`src/sv/serial_frame_receiver_sum_check_unit_defines.svh`:
```
// Assertion macros shared by the frame receiver modules.
`ifndef SERIAL_FRAME_RECEIVER_SUM_CHECK_UNIT_DEFINES_SVH
`define SERIAL_FRAME_RECEIVER_SUM_CHECK_UNIT_DEFINES_SVH

// Same-cycle implication, checked on every rising clk edge outside reset.
`define SFRSC_ASSERT_IMPL(label, ante, cons, msg) \
  label: assert property (@(posedge clk) disable iff (rst) (ante) |-> (cons)) \
    else $error(msg);

// Next-cycle implication, checked on every rising clk edge outside reset.
`define SFRSC_ASSERT_NEXT(label, ante, cons, msg) \
  label: assert property (@(posedge clk) disable iff (rst) (ante) |=> (cons)) \
    else $error(msg);

`endif

```
`src/sv/sfrsc_pkg.sv`:
```
// Types and constants for the serial frame receiver with sum check.
package sfrsc_pkg;

  localparam int unsigned BYTE_W       = 8;
  localparam int unsigned ID_W         = 16;
  localparam int unsigned PAYLOAD_W    = 64;
  localparam int unsigned CFG_INDEX_W  = 8;
  localparam int unsigned IDX_W        = 4;
  localparam logic [IDX_W-1:0] PAYLOAD_BYTES = IDX_W'(PAYLOAD_W / BYTE_W);

  localparam logic [CFG_INDEX_W-1:0] CFG_HEADER = CFG_INDEX_W'(0);
  localparam logic [CFG_INDEX_W-1:0] CFG_LENGTH = CFG_INDEX_W'(1);

  localparam logic [BYTE_W-1:0] HEADER_RESET = BYTE_W'(85);
  localparam logic [BYTE_W-1:0] LENGTH_RESET = BYTE_W'(14);

  typedef enum logic [5:0] {
    PH_HEADER = 6'b000001,
    PH_LENGTH = 6'b000010,
    PH_ID_HI  = 6'b000100,
    PH_ID_LO  = 6'b001000,
    PH_DATA   = 6'b010000,
    PH_CHECK  = 6'b100000
  } phase_t;

  typedef struct packed {
    logic [ID_W-1:0]      msg_id;
    logic [PAYLOAD_W-1:0] payload;
    logic [BYTE_W-1:0]    count_byte;
  } frame_t;

  typedef struct packed {
    logic [BYTE_W-1:0] header_value;
    logic [BYTE_W-1:0] length_value;
  } cfg_t;

endpackage

```
`src/sv/sfrsc_parser.sv`:
```
// Byte-at-a-time frame parser: phase tracking, field capture and running sum.
`include "serial_frame_receiver_sum_check_unit_defines.svh"

module sfrsc_parser (
  input  logic                        clk,
  input  logic                        rst,
  input  logic                        accept,
  input  logic [sfrsc_pkg::BYTE_W-1:0] rx_byte,
  input  sfrsc_pkg::cfg_t             cfg,
  output logic                        push,
  output sfrsc_pkg::frame_t           frame
);

  sfrsc_pkg::phase_t                 phase, phase_next;
  logic [sfrsc_pkg::IDX_W-1:0]       payload_index, payload_index_next;
  logic [sfrsc_pkg::BYTE_W-1:0]      running_sum, running_sum_next;
  logic [sfrsc_pkg::ID_W-1:0]        held_id, held_id_next;
  logic [sfrsc_pkg::PAYLOAD_W-1:0]   held_payload, held_payload_next;
  logic [sfrsc_pkg::BYTE_W-1:0]      held_count, held_count_next;

  always_comb begin
    phase_next         = phase;
    payload_index_next = payload_index;
    running_sum_next   = running_sum;
    held_id_next       = held_id;
    held_payload_next  = held_payload;
    held_count_next    = held_count;
    push               = 1'b0;
    if (accept) begin
      case (phase)
        sfrsc_pkg::PH_LENGTH: begin
          phase_next = (rx_byte == cfg.length_value) ? sfrsc_pkg::PH_ID_HI
                                                     : sfrsc_pkg::PH_HEADER;
        end
        sfrsc_pkg::PH_ID_HI: begin
          held_id_next = {rx_byte, sfrsc_pkg::BYTE_W'(0)};
          phase_next   = sfrsc_pkg::PH_ID_LO;
        end
        sfrsc_pkg::PH_ID_LO: begin
          held_id_next       = {held_id[sfrsc_pkg::ID_W-1:sfrsc_pkg::BYTE_W], rx_byte};
          payload_index_next = '0;
          phase_next         = sfrsc_pkg::PH_DATA;
        end
        sfrsc_pkg::PH_DATA: begin
          if (payload_index < sfrsc_pkg::PAYLOAD_BYTES) begin
            held_payload_next  = {held_payload[sfrsc_pkg::PAYLOAD_W-sfrsc_pkg::BYTE_W-1:0],
                                  rx_byte};
            running_sum_next   = running_sum + rx_byte;
            payload_index_next = payload_index + 1'b1;
          end else begin
            held_count_next    = rx_byte;
            payload_index_next = '0;
            phase_next         = sfrsc_pkg::PH_CHECK;
          end
        end
        sfrsc_pkg::PH_CHECK: begin
          push              = (rx_byte == running_sum);
          running_sum_next  = '0;
          held_payload_next = '0;
          phase_next        = sfrsc_pkg::PH_HEADER;
        end
        default: begin
          // header hunt; also recovers from any stray phase code
          phase_next = (rx_byte == cfg.header_value) ? sfrsc_pkg::PH_LENGTH
                                                     : sfrsc_pkg::PH_HEADER;
        end
      endcase
    end
  end

  always_ff @(posedge clk) begin
    if (rst) begin
      phase         <= sfrsc_pkg::PH_HEADER;
      payload_index <= '0;
      running_sum   <= '0;
    end else begin
      phase         <= phase_next;
      payload_index <= payload_index_next;
      running_sum   <= running_sum_next;
    end
  end

  always_ff @(posedge clk) begin
    held_id      <= held_id_next;
    held_payload <= held_payload_next;
    held_count   <= held_count_next;
  end

  assign frame.msg_id     = held_id;
  assign frame.payload    = held_payload;
  assign frame.count_byte = held_count;

  `SFRSC_ASSERT_IMPL(a_index_idle, phase != sfrsc_pkg::PH_DATA, payload_index == '0, "index off")
  `SFRSC_ASSERT_IMPL(a_push_in_check, push, phase == sfrsc_pkg::PH_CHECK && accept, "stray push")

endmodule

```
`src/sv/sfrsc_out_buf.sv`:
```
// Two-entry output stage (result register plus skid) between parser and downstream.
`include "serial_frame_receiver_sum_check_unit_defines.svh"

module sfrsc_out_buf (
  input  logic              clk,
  input  logic              rst,
  input  logic              push,
  input  sfrsc_pkg::frame_t push_data,
  output logic              space,
  output logic              out_valid,
  input  logic              out_ready,
  output sfrsc_pkg::frame_t out_data
);

  logic              main_valid;
  logic              skid_valid;
  sfrsc_pkg::frame_t main_data;
  sfrsc_pkg::frame_t skid_data;
  logic              main_free;

  // skid slot is empty whenever upstream may send, so a push always has room
  assign space     = !skid_valid;
  assign main_free = out_ready || !main_valid;

  always_ff @(posedge clk) begin
    if (rst) begin
      main_valid <= 1'b0;
      skid_valid <= 1'b0;
    end else if (main_free) begin
      if (skid_valid) begin
        main_valid <= 1'b1;
        skid_valid <= 1'b0;
      end else begin
        main_valid <= push;
      end
    end else if (push) begin
      skid_valid <= 1'b1;
    end
  end

  always_ff @(posedge clk) begin
    if (main_free) begin
      if (skid_valid) begin
        main_data <= skid_data;
      end else if (push) begin
        main_data <= push_data;
      end
    end else if (push) begin
      skid_data <= push_data;
    end
  end

  assign out_valid = main_valid;
  assign out_data  = main_data;

  `SFRSC_ASSERT_IMPL(a_skid_behind_main, skid_valid, main_valid, "skid without main entry")
  `SFRSC_ASSERT_IMPL(a_push_has_room, push, !skid_valid, "push into full output stage")
  `SFRSC_ASSERT_NEXT(a_skid_drains, skid_valid && out_ready, main_valid && !skid_valid, "stuck")

endmodule

```
`src/sv/serial_frame_receiver_sum_check_unit.sv`:
```
// Top level: config registers, frame parser and output stage.
// Throughput: one rx byte per cycle, sustained while the two-entry output stage has room;
// input ready drops only while the output skid entry is occupied.
// Results: a frame whose checksum byte matches the running sum is registered into the output stage.
// Reset (rst, synchronous) clears parser phase, index, sum and output stage and loads
// header_value = 85, length_value = 14; the config port is always ready.
module serial_frame_receiver_sum_check_unit (
  input  logic                                clk,
  input  logic                                rst,
  input  logic                                in_valid,
  output logic                                in_ready,
  input  logic [sfrsc_pkg::BYTE_W-1:0]        rx_byte,
  output logic                                out_valid,
  input  logic                                out_ready,
  output logic [sfrsc_pkg::ID_W-1:0]          msg_id,
  output logic [sfrsc_pkg::PAYLOAD_W-1:0]     payload,
  output logic [sfrsc_pkg::BYTE_W-1:0]        count_byte,
  input  logic                                cfg_valid,
  output logic                                cfg_ready,
  input  logic [sfrsc_pkg::CFG_INDEX_W-1:0]   cfg_index,
  input  logic [sfrsc_pkg::BYTE_W-1:0]        cfg_data
);

  sfrsc_pkg::cfg_t   cfg;
  sfrsc_pkg::frame_t frame;
  sfrsc_pkg::frame_t out_data;
  logic              accept;
  logic              push;
  logic              space;

  assign cfg_ready = 1'b1;

  // writes to unknown indexes are dropped
  always_ff @(posedge clk) begin
    if (rst) begin
      cfg.header_value <= sfrsc_pkg::HEADER_RESET;
      cfg.length_value <= sfrsc_pkg::LENGTH_RESET;
    end else if (cfg_valid && cfg_ready) begin
      case (cfg_index)
        sfrsc_pkg::CFG_HEADER: cfg.header_value <= cfg_data;
        sfrsc_pkg::CFG_LENGTH: cfg.length_value <= cfg_data;
        default: ;
      endcase
    end
  end

  assign in_ready = space;
  assign accept   = in_valid && in_ready;

  sfrsc_parser u_parser (
    .clk     (clk),
    .rst     (rst),
    .accept  (accept),
    .rx_byte (rx_byte),
    .cfg     (cfg),
    .push    (push),
    .frame   (frame)
  );

  sfrsc_out_buf u_out_buf (
    .clk       (clk),
    .rst       (rst),
    .push      (push),
    .push_data (frame),
    .space     (space),
    .out_valid (out_valid),
    .out_ready (out_ready),
    .out_data  (out_data)
  );

  assign msg_id     = out_data.msg_id;
  assign payload    = out_data.payload;
  assign count_byte = out_data.count_byte;

endmodule

```
`config.mk`:
```
export PLATFORM = sky130hd
export DESIGN_NAME = serial_frame_receiver_sum_check_unit
export DESIGN_NICKNAME = d
export VERILOG_FILES = /design/src/sv/sfrsc_pkg.sv /design/src/sv/sfrsc_parser.sv /design/src/sv/sfrsc_out_buf.sv /design/src/sv/serial_frame_receiver_sum_check_unit.sv
export VERILOG_INCLUDE_DIRS = /design/src /design/src/sv
export SDC_FILE = /design/constraint.sdc
export NUM_CORES = 1
export LEC_CHECK = 0
export BUFFER_PORTS_ARGS = -buffer_cell sky130_fd_sc_hd__buf_4
export CAP_MARGIN = 15
export CORE_MARGIN = 2
export CORE_UTILIZATION = 30
export DETAILED_ROUTE_END_ITERATION = 16
export SLEW_MARGIN = 5
export SYNTH_ARGS = -nofsm -noshare
export SYNTH_HDL_FRONTEND = slang
export SYNTH_HIERARCHICAL = 1
export SYNTH_SLANG_ARGS = --single-unit
export TNS_END_PERCENT = 30
```
`constraint.sdc`:
```
create_clock -name clk -period 9.14 [get_ports clk]
set_input_delay 1.828 -clock clk [delete_from_list [all_inputs] [get_ports clk]]
set_output_delay 1.828 -clock clk [all_outputs]
set_load 0.02 [all_outputs]
```
==> results of run 1 <==
## cell type report
class                      count  area [µm²]
fill                        3766       25400
sequential                   300        8650
multi-input combinational    370        3250
timing repair buffer         124         931
clock buffer                  41         898
tap                          525         657
clock inverter                19         184
inverter                      10        38.8
## per-stage QoR
step	cell area, µm²	hold slack [ns]
finish	14600	0.450
global route	14600	0.454
CTS	14600	0.452
detailed placement	13500	0.440
global placement	13500	0.439
floorplan	12200	0.427
## cells by family after synthesis
kind of cell,after synthesis,share of synthesized area [%]
AO/OA/AOI/OAI,51,2.78
XOR/XNOR,24,1.72
adder cells (fa/ha/maj),9,0.983
buffers and inverters,40,2.80
multiplexers,101,11.9
flip-flops,300,70.8
AND/OR/NAND/NOR,184,9.03
other,1,0.0307
## per-layer routing
metal | part of all wire [%] | vias up | track usage [%]
met4 | 2.3 | 0 | 3.70
met1 | 44 | 2997 | 14.2
li1 | - | 2918 | -
met5 | 0 | - | 0
met3 | 5.6 | 34 | 2.85
met2 | 49 | 140 | 18.4
## power by group
group / total, µW / leakage [µW] / internal, µW / switching (µW)
registers: 1470 / 0.00273 / 1470 / 0.354
clock network: 1320 / 0.000524 / 789 / 528
logic: 41.7 / 0.00191 / 17.5 / 24.3
total: 2830 / 0.00516 / 2280 / 552
## registers in the layout (all words and copies together), names as in the netlist
name                    flops
u_out_buf/out_data         88
u_out_buf/skid_data        88
u_parser/held_payload      64
cfg                        16
u_parser/held_id           16
u_parser/held_count         8
u_parser/running_sum        8
u_parser/phase              6
u_parser/payload_index      4
u_out_buf/out_valid         1
u_out_buf/skid_valid        1
## Yosys cell counts (5+ instances only)
cell type  instances
a21o_1             5
a21oi_1           22
and2_1            73
buf_12             9
clkbuf_1           9
dfxtp_1           36
edfxtp_1         264
ha_1               8
inv_1              9
mux2_4            88
mux2i_1           12
nand2_1           14
nand3_1           10
nand4_1            9
nor2_1            30
nor2b_1            9
nor4_1             8
o31ai_1            5
xnor2_1           11
xor2_1            13
## cell usage in the layout, fill, tap and decap left out, types with 11 or more instances in the layout
cell type / netlist / layout
edfxtp_1: 264 / 264
buf_4: 4 / 124
mux2_4: 88 / 88
and2_1: 73 / 73
dfxtp_1: 36 / 35
clkbuf_16: 0 / 35
nor2_1: 30 / 30
a21oi_1: 22 / 21
nand2_1: 14 / 14
xor2_1: 13 / 13
mux2i_1: 12 / 12
xnor2_1: 11 / 11
## worst paths after layout
check	depth (start not counted)	start	endpoint	slack [ns]
worst max-delay path	9	in_valid	u_out_buf/out_data[82]$_DFFE_PP_	4.49
worst min-delay path	0	u_parser/held_id[6]$_SDFFCE_PN0P_	u_out_buf/skid_data[78]$_DFFE_PP_	0.45
worst min register to register	0	u_parser/held_id[6]$_SDFFCE_PN0P_	u_out_buf/skid_data[78]$_DFFE_PP_	0.45
worst max register to register	9	u_out_buf/skid_valid$_SDFFE_PP0P_	u_out_buf/out_data[82]$_DFFE_PP_	5.13
==> flow_summary.toml, run 1 <==
[detailed_routing]
wl_per_cell_um = 16.8
wirelength_um = 23400
vias = 6089
via_per_inst = 4.38
ant_nets = 0
drt_pre_antenna_iters = 4
drt_iter0_drc = 368
remaining_drc_errors = 0

[critical_path]
cpMostUsedCell = "buf_4"
cpMaxStageDelayCell = "a21oi_4"
crit_type = "in -> reg"
end_kind = "flip-flop"
required_ns = 9.26
critPathBufInv = 3
startpoint_type = "input port"
crit_path_max_incr_delay_ns = 0.81
path_delay_family = "buffers and inverters"
crit_chain = "buf_4 -> and2_1 -> clkinv_1 -> nor4_1 -> nand3_1 -> nor2_1 -> nor2_2 -> a21oi_4 -> buf_4"
worstPathMaxFanout = 57
arrival_ns = 4.78

[yosys]
yosys-top-cells-area = "edfxtp_1 65%, mux2_4 11%, dfxtp_1 5.9%"
async_reset_ff_share_pct = 0
avgSynthCellArea_um2 = 17.2
synth-seq-cells = 300
synth_edf_count = 264
synth_top_cell_by_area = "edfxtp_1"
syn_nets = 748
ys_seq_area_share_pct = 70.8
syn_area_mm2 = 0.0122
synthFlopType = "edfxtp_1"
yosys_warnings = 6
yosysTopAreaCellShare_pct = 64.9
synth_cells = 710
netlist-cell-type-count = 60

[clock_tree]
postCtsSetupBuffers = 0
cts.sinks = 300
cts_tree = "yes"
cts_resized = 0
clock_latency_ns = 0.52
clock_path_buffers = 3
numCtsBuffers = 34
cts_hold_buffers = 0
clock_tree.root_cell = "clkbuf_16"
ctsHtreeMaxLevel = 2
cts.clk_slew.worst_paths_ns = 0.06

[placement]
dp.cells = 1329
globalplace.congestion = 0.805
dp_hpwl_um = 15000
port_buffers = 118
pre_cts_slack_ns = 3.89

[floorplan]
die_w_um = 206
die_height_um = 206
num_io_pins = 120
core_mm2 = 0.0400
start_util_pct = 30.5
die_area_mm2 = 0.0424
rows = 73

[sta]
setup_ws_ns = 4.49
fin_tns_setup_ns = 0
finalHoldViolations = 0
maxSlewViolCount = 0
rsz0062_at_grt = "false"
fin_worst_skew_ns = 0.0301
tightest_slew_ns = 1.09
fin_crit_sh_pct = 50.9
relSlewSlack_pct = 27.3
setup_viol = 0
fmax_mhz = 215
min_period_ns = 4.65

[power_and_ir_drop]
powerDensity_mw_per_mm2 = 194
fin_total_pwr_uw = 2830
p_leak_uw = 0.00516
irDropWorstVdd_v = 0.0000974

[grt]
grt_overflow_total = 0
grt_usage_pct = 11.1
grt_pass1_wl_um = 36000
antenna_found_initial = 0
grt_max_degree = 75
grt_pass1_vias = 6185

[layout]
antennaDiodeCount = 0
stdcell_count = 1389
drive_gt1_share_pct = 32.3
fin_nets = 878
post-route-util_pct = 36.5
synthToLayoutAreaGrowth_pct = 19.5

[min_path]
hp-class = "reg -> reg"

[status]
status = "completed"

[flow_run]
maxCapViolCount = 0
No activity file was read; power rests on OpenSTA's default activity.
==> inputs of run 2 (changes only) <==
Settings changed: ABC_AREA set to 1.
Clock period 9.14 ns to 4.5 ns, I/O delays scaled along.
==> run 2 against run 1 <==
Against the previous run:
- clock power up 98%
- sequential cell count is the same
- via count increased by 20%
- critical path depth is 6 lower
- final cell count grew 25%
- highest routed layer unchanged
- die area decreased by 1.9%
- power up 100%
- synthesized cell count is 50% higher
- worst setup slack lost 3.2 ns
- largest power group unchanged
- sequential share of layout area up 0.37 points
==> flow_summary.toml, run 2 <==
[power_and_ir_drop]
fin_total_pwr_uw = 5730
p_leak_uw = 0.00592
powerDensity_mw_per_mm2 = 395
irDropWorstVdd_v = 0.000230

[detailed_routing]
ant_nets = 0
remaining_drc_errors = 0
vias = 7310
drt_pre_antenna_iters = 5
via_per_inst = 4.20
wl_per_cell_um = 14.4
wirelength_um = 25100
drt_iter0_drc = 435

[yosys]
yosysTopAreaCellShare_pct = 66.1
synth_edf_count = 264
avgSynthCellArea_um2 = 11.3
synthTopCellsByCount = "373 x nand2_1, 264 x edfxtp_1, 120 x inv_1, 115 x nor2_1, 36 x dfxtp_1"
yosys_warnings = 6
yosysMostFrequentCell = "nand2_1"
async_reset_ff_share_pct = 0
ys_seq_area_share_pct = 72.2
synthFlopType = "edfxtp_1"
syn_nets = 1101
synth_cells = 1063
yosys-top-cells-area = "edfxtp_1 66%, nand2_1 12%, dfxtp_1 6.0%"
synth_top_cell_by_area = "edfxtp_1"
netlist-cell-type-count = 34
syn_area_mm2 = 0.0120
synth-seq-cells = 300

[floorplan]
die_height_um = 204
rows = 73
num_io_pins = 120
core_mm2 = 0.0395
die_w_um = 204
die_area_mm2 = 0.0416
start_util_pct = 30.3

[critical_path]
arrival_ns = 2.27
crit_path_end = "in_ready"
crit_path_start = "u_out_buf/skid_valid$_SDFFE_PP0P_"
startpoint_type = "flip-flop"
worstPathMaxFanout = 91
required_ns = 3.60
cpMaxStageDelayCell = "buf_4"
r2r-end = "u_out_buf/out_data[46]$_DFFE_PP_"
crit_type = "reg -> out"
reg2reg_slack_ns = 1.39
crit_chain = "inv_4 -> buf_4 -> buf_4"
end_kind = "output pin"
r2r_cells = 10
cpMostUsedCell = "buf_4"
r2r_start = "u_out_buf/skid_valid$_SDFFE_PP0P_"
crit_path_max_incr_delay_ns = 0.71

[status]
status = "completed"

[sta]
fin_hold_ws_ns = 0.448
tightest_slew_ns = 0.991
setup_ws_ns = 1.33
relSlewSlack_pct = 34.0
fmax_mhz = 316
finalHoldViolations = 0
setup_viol = 0
maxSlewViolCount = 0
min_period_ns = 3.17
fin_tns_setup_ns = 0
rsz0062_at_grt = "false"
fin_worst_skew_ns = 0.0230
fin_crit_sh_pct = 70.4

[grt]
grt_pass1_vias = 7146
grt_overflow_total = 0
antenna_found_initial = 0
grt_pass1_wl_um = 39200
grt_usage_pct = 12.2
grt_max_degree = 92

[clock_tree]
cts_hold_buffers = 0
clock_path_buffers = 3
numCtsBuffers = 34
cts_resized = 0
cts_tree = "yes"
cts.clk_slew.worst_paths_ns = 0.06
clock_latency_ns = 0.52
cts.sinks = 300
postCtsSetupBuffers = 0
clock_tree.root_cell = "clkbuf_16"
ctsHtreeMaxLevel = 2

[placement]
dp_hpwl_um = 16900
port_buffers = 118
pre_cts_slack_ns = 0.980
globalplace.congestion = 0.825
dp.cells = 1682

[layout]
layout_common_cells = "373 x nand2_1, 264 x edfxtp_1, 123 x buf_4"
synthToLayoutAreaGrowth_pct = 21.1
antennaDiodeCount = 0
fin_nets = 1231
mostFrequentLayoutCell = "nand2_1"
stdcell_count = 1742
drive_gt1_share_pct = 17.5

[min_path]
hp-class = "reg -> reg"
worstHoldStart = "u_parser/held_payload[57]$_SDFFCE_PN0P_"

[flow_run]
maxCapViolCount = 0
[run 2: worst min-delay path by stage]
stage          depth (start not counted)                                 to
2_1_floorplan                          0   u_out_buf/skid_data[0]$_DFFE_PP_
3_3_place_gp                           0  u_out_buf/skid_data[75]$_DFFE_PP_
3_5_place_dp                           0  u_out_buf/skid_data[65]$_DFFE_PP_
4_1_cts                                0  u_out_buf/skid_data[65]$_DFFE_PP_
5_1_grt                                0  u_out_buf/skid_data[65]$_DFFE_PP_
6_report                               0  u_out_buf/skid_data[65]$_DFFE_PP_
[run 2: area by class of cell]
| class | instances | area, µm² |
|---|---|---|
| fill | 3881 | 25000 |
| multi-input combinational | 607 | 2700 |
| inverter | 124 | 469 |
| sequential | 300 | 8650 |
| timing repair buffer | 126 | 983 |
| clock inverter | 14 | 126 |
| clock buffer | 46 | 927 |
| tap | 525 | 657 |
[run 2: layer usage]
metal	wire (µm)	up-vias	global-route usage, %
li1	-	3689	-
met4	500	0	3.83
met2	12100	155	20.5
met3	1350	37	2.79
met1	11100	3429	15.7
met5	0	-	0
[run 2: report_power, final]
part / internal (µW) / switching [µW]
clock network: 1560 / 1060
logic: 40.5 / 68.8
registers: 3000 / 5.39
[run 2: kinds of logic after synthesis]
| family | Yosys count | share of synthesized area [%] |
|---|---|---|
| adders and majority gates | 9 | 1.00 |
| AOI/OAI and AO/OA | 29 | 1.27 |
| and+or+nand+nor | 556 | 19.2 |
| other | 1 | 0.0313 |
| buffers and inverters | 156 | 5.45 |
| DFF | 300 | 72.2 |
| xor gates and xnor gates | 12 | 0.877 |
[run 2: critical path: cells and delay by family, from the launching register on]
kind,cells,cell delay [ns]
buffers and inverters,3,1.12
flip-flops,1,0.62
[run 2: metrics by stage]
step / util [%] / cell area, µm²
2_1_floorplan: - / 12000
3_3_place_gp: 34.0 / 13500
3_5_place_dp: 34.0 / 13500
4_1_cts: 36.7 / 14500
5_1_grt: 36.7 / 14500
6_report: 36.7 / 14500
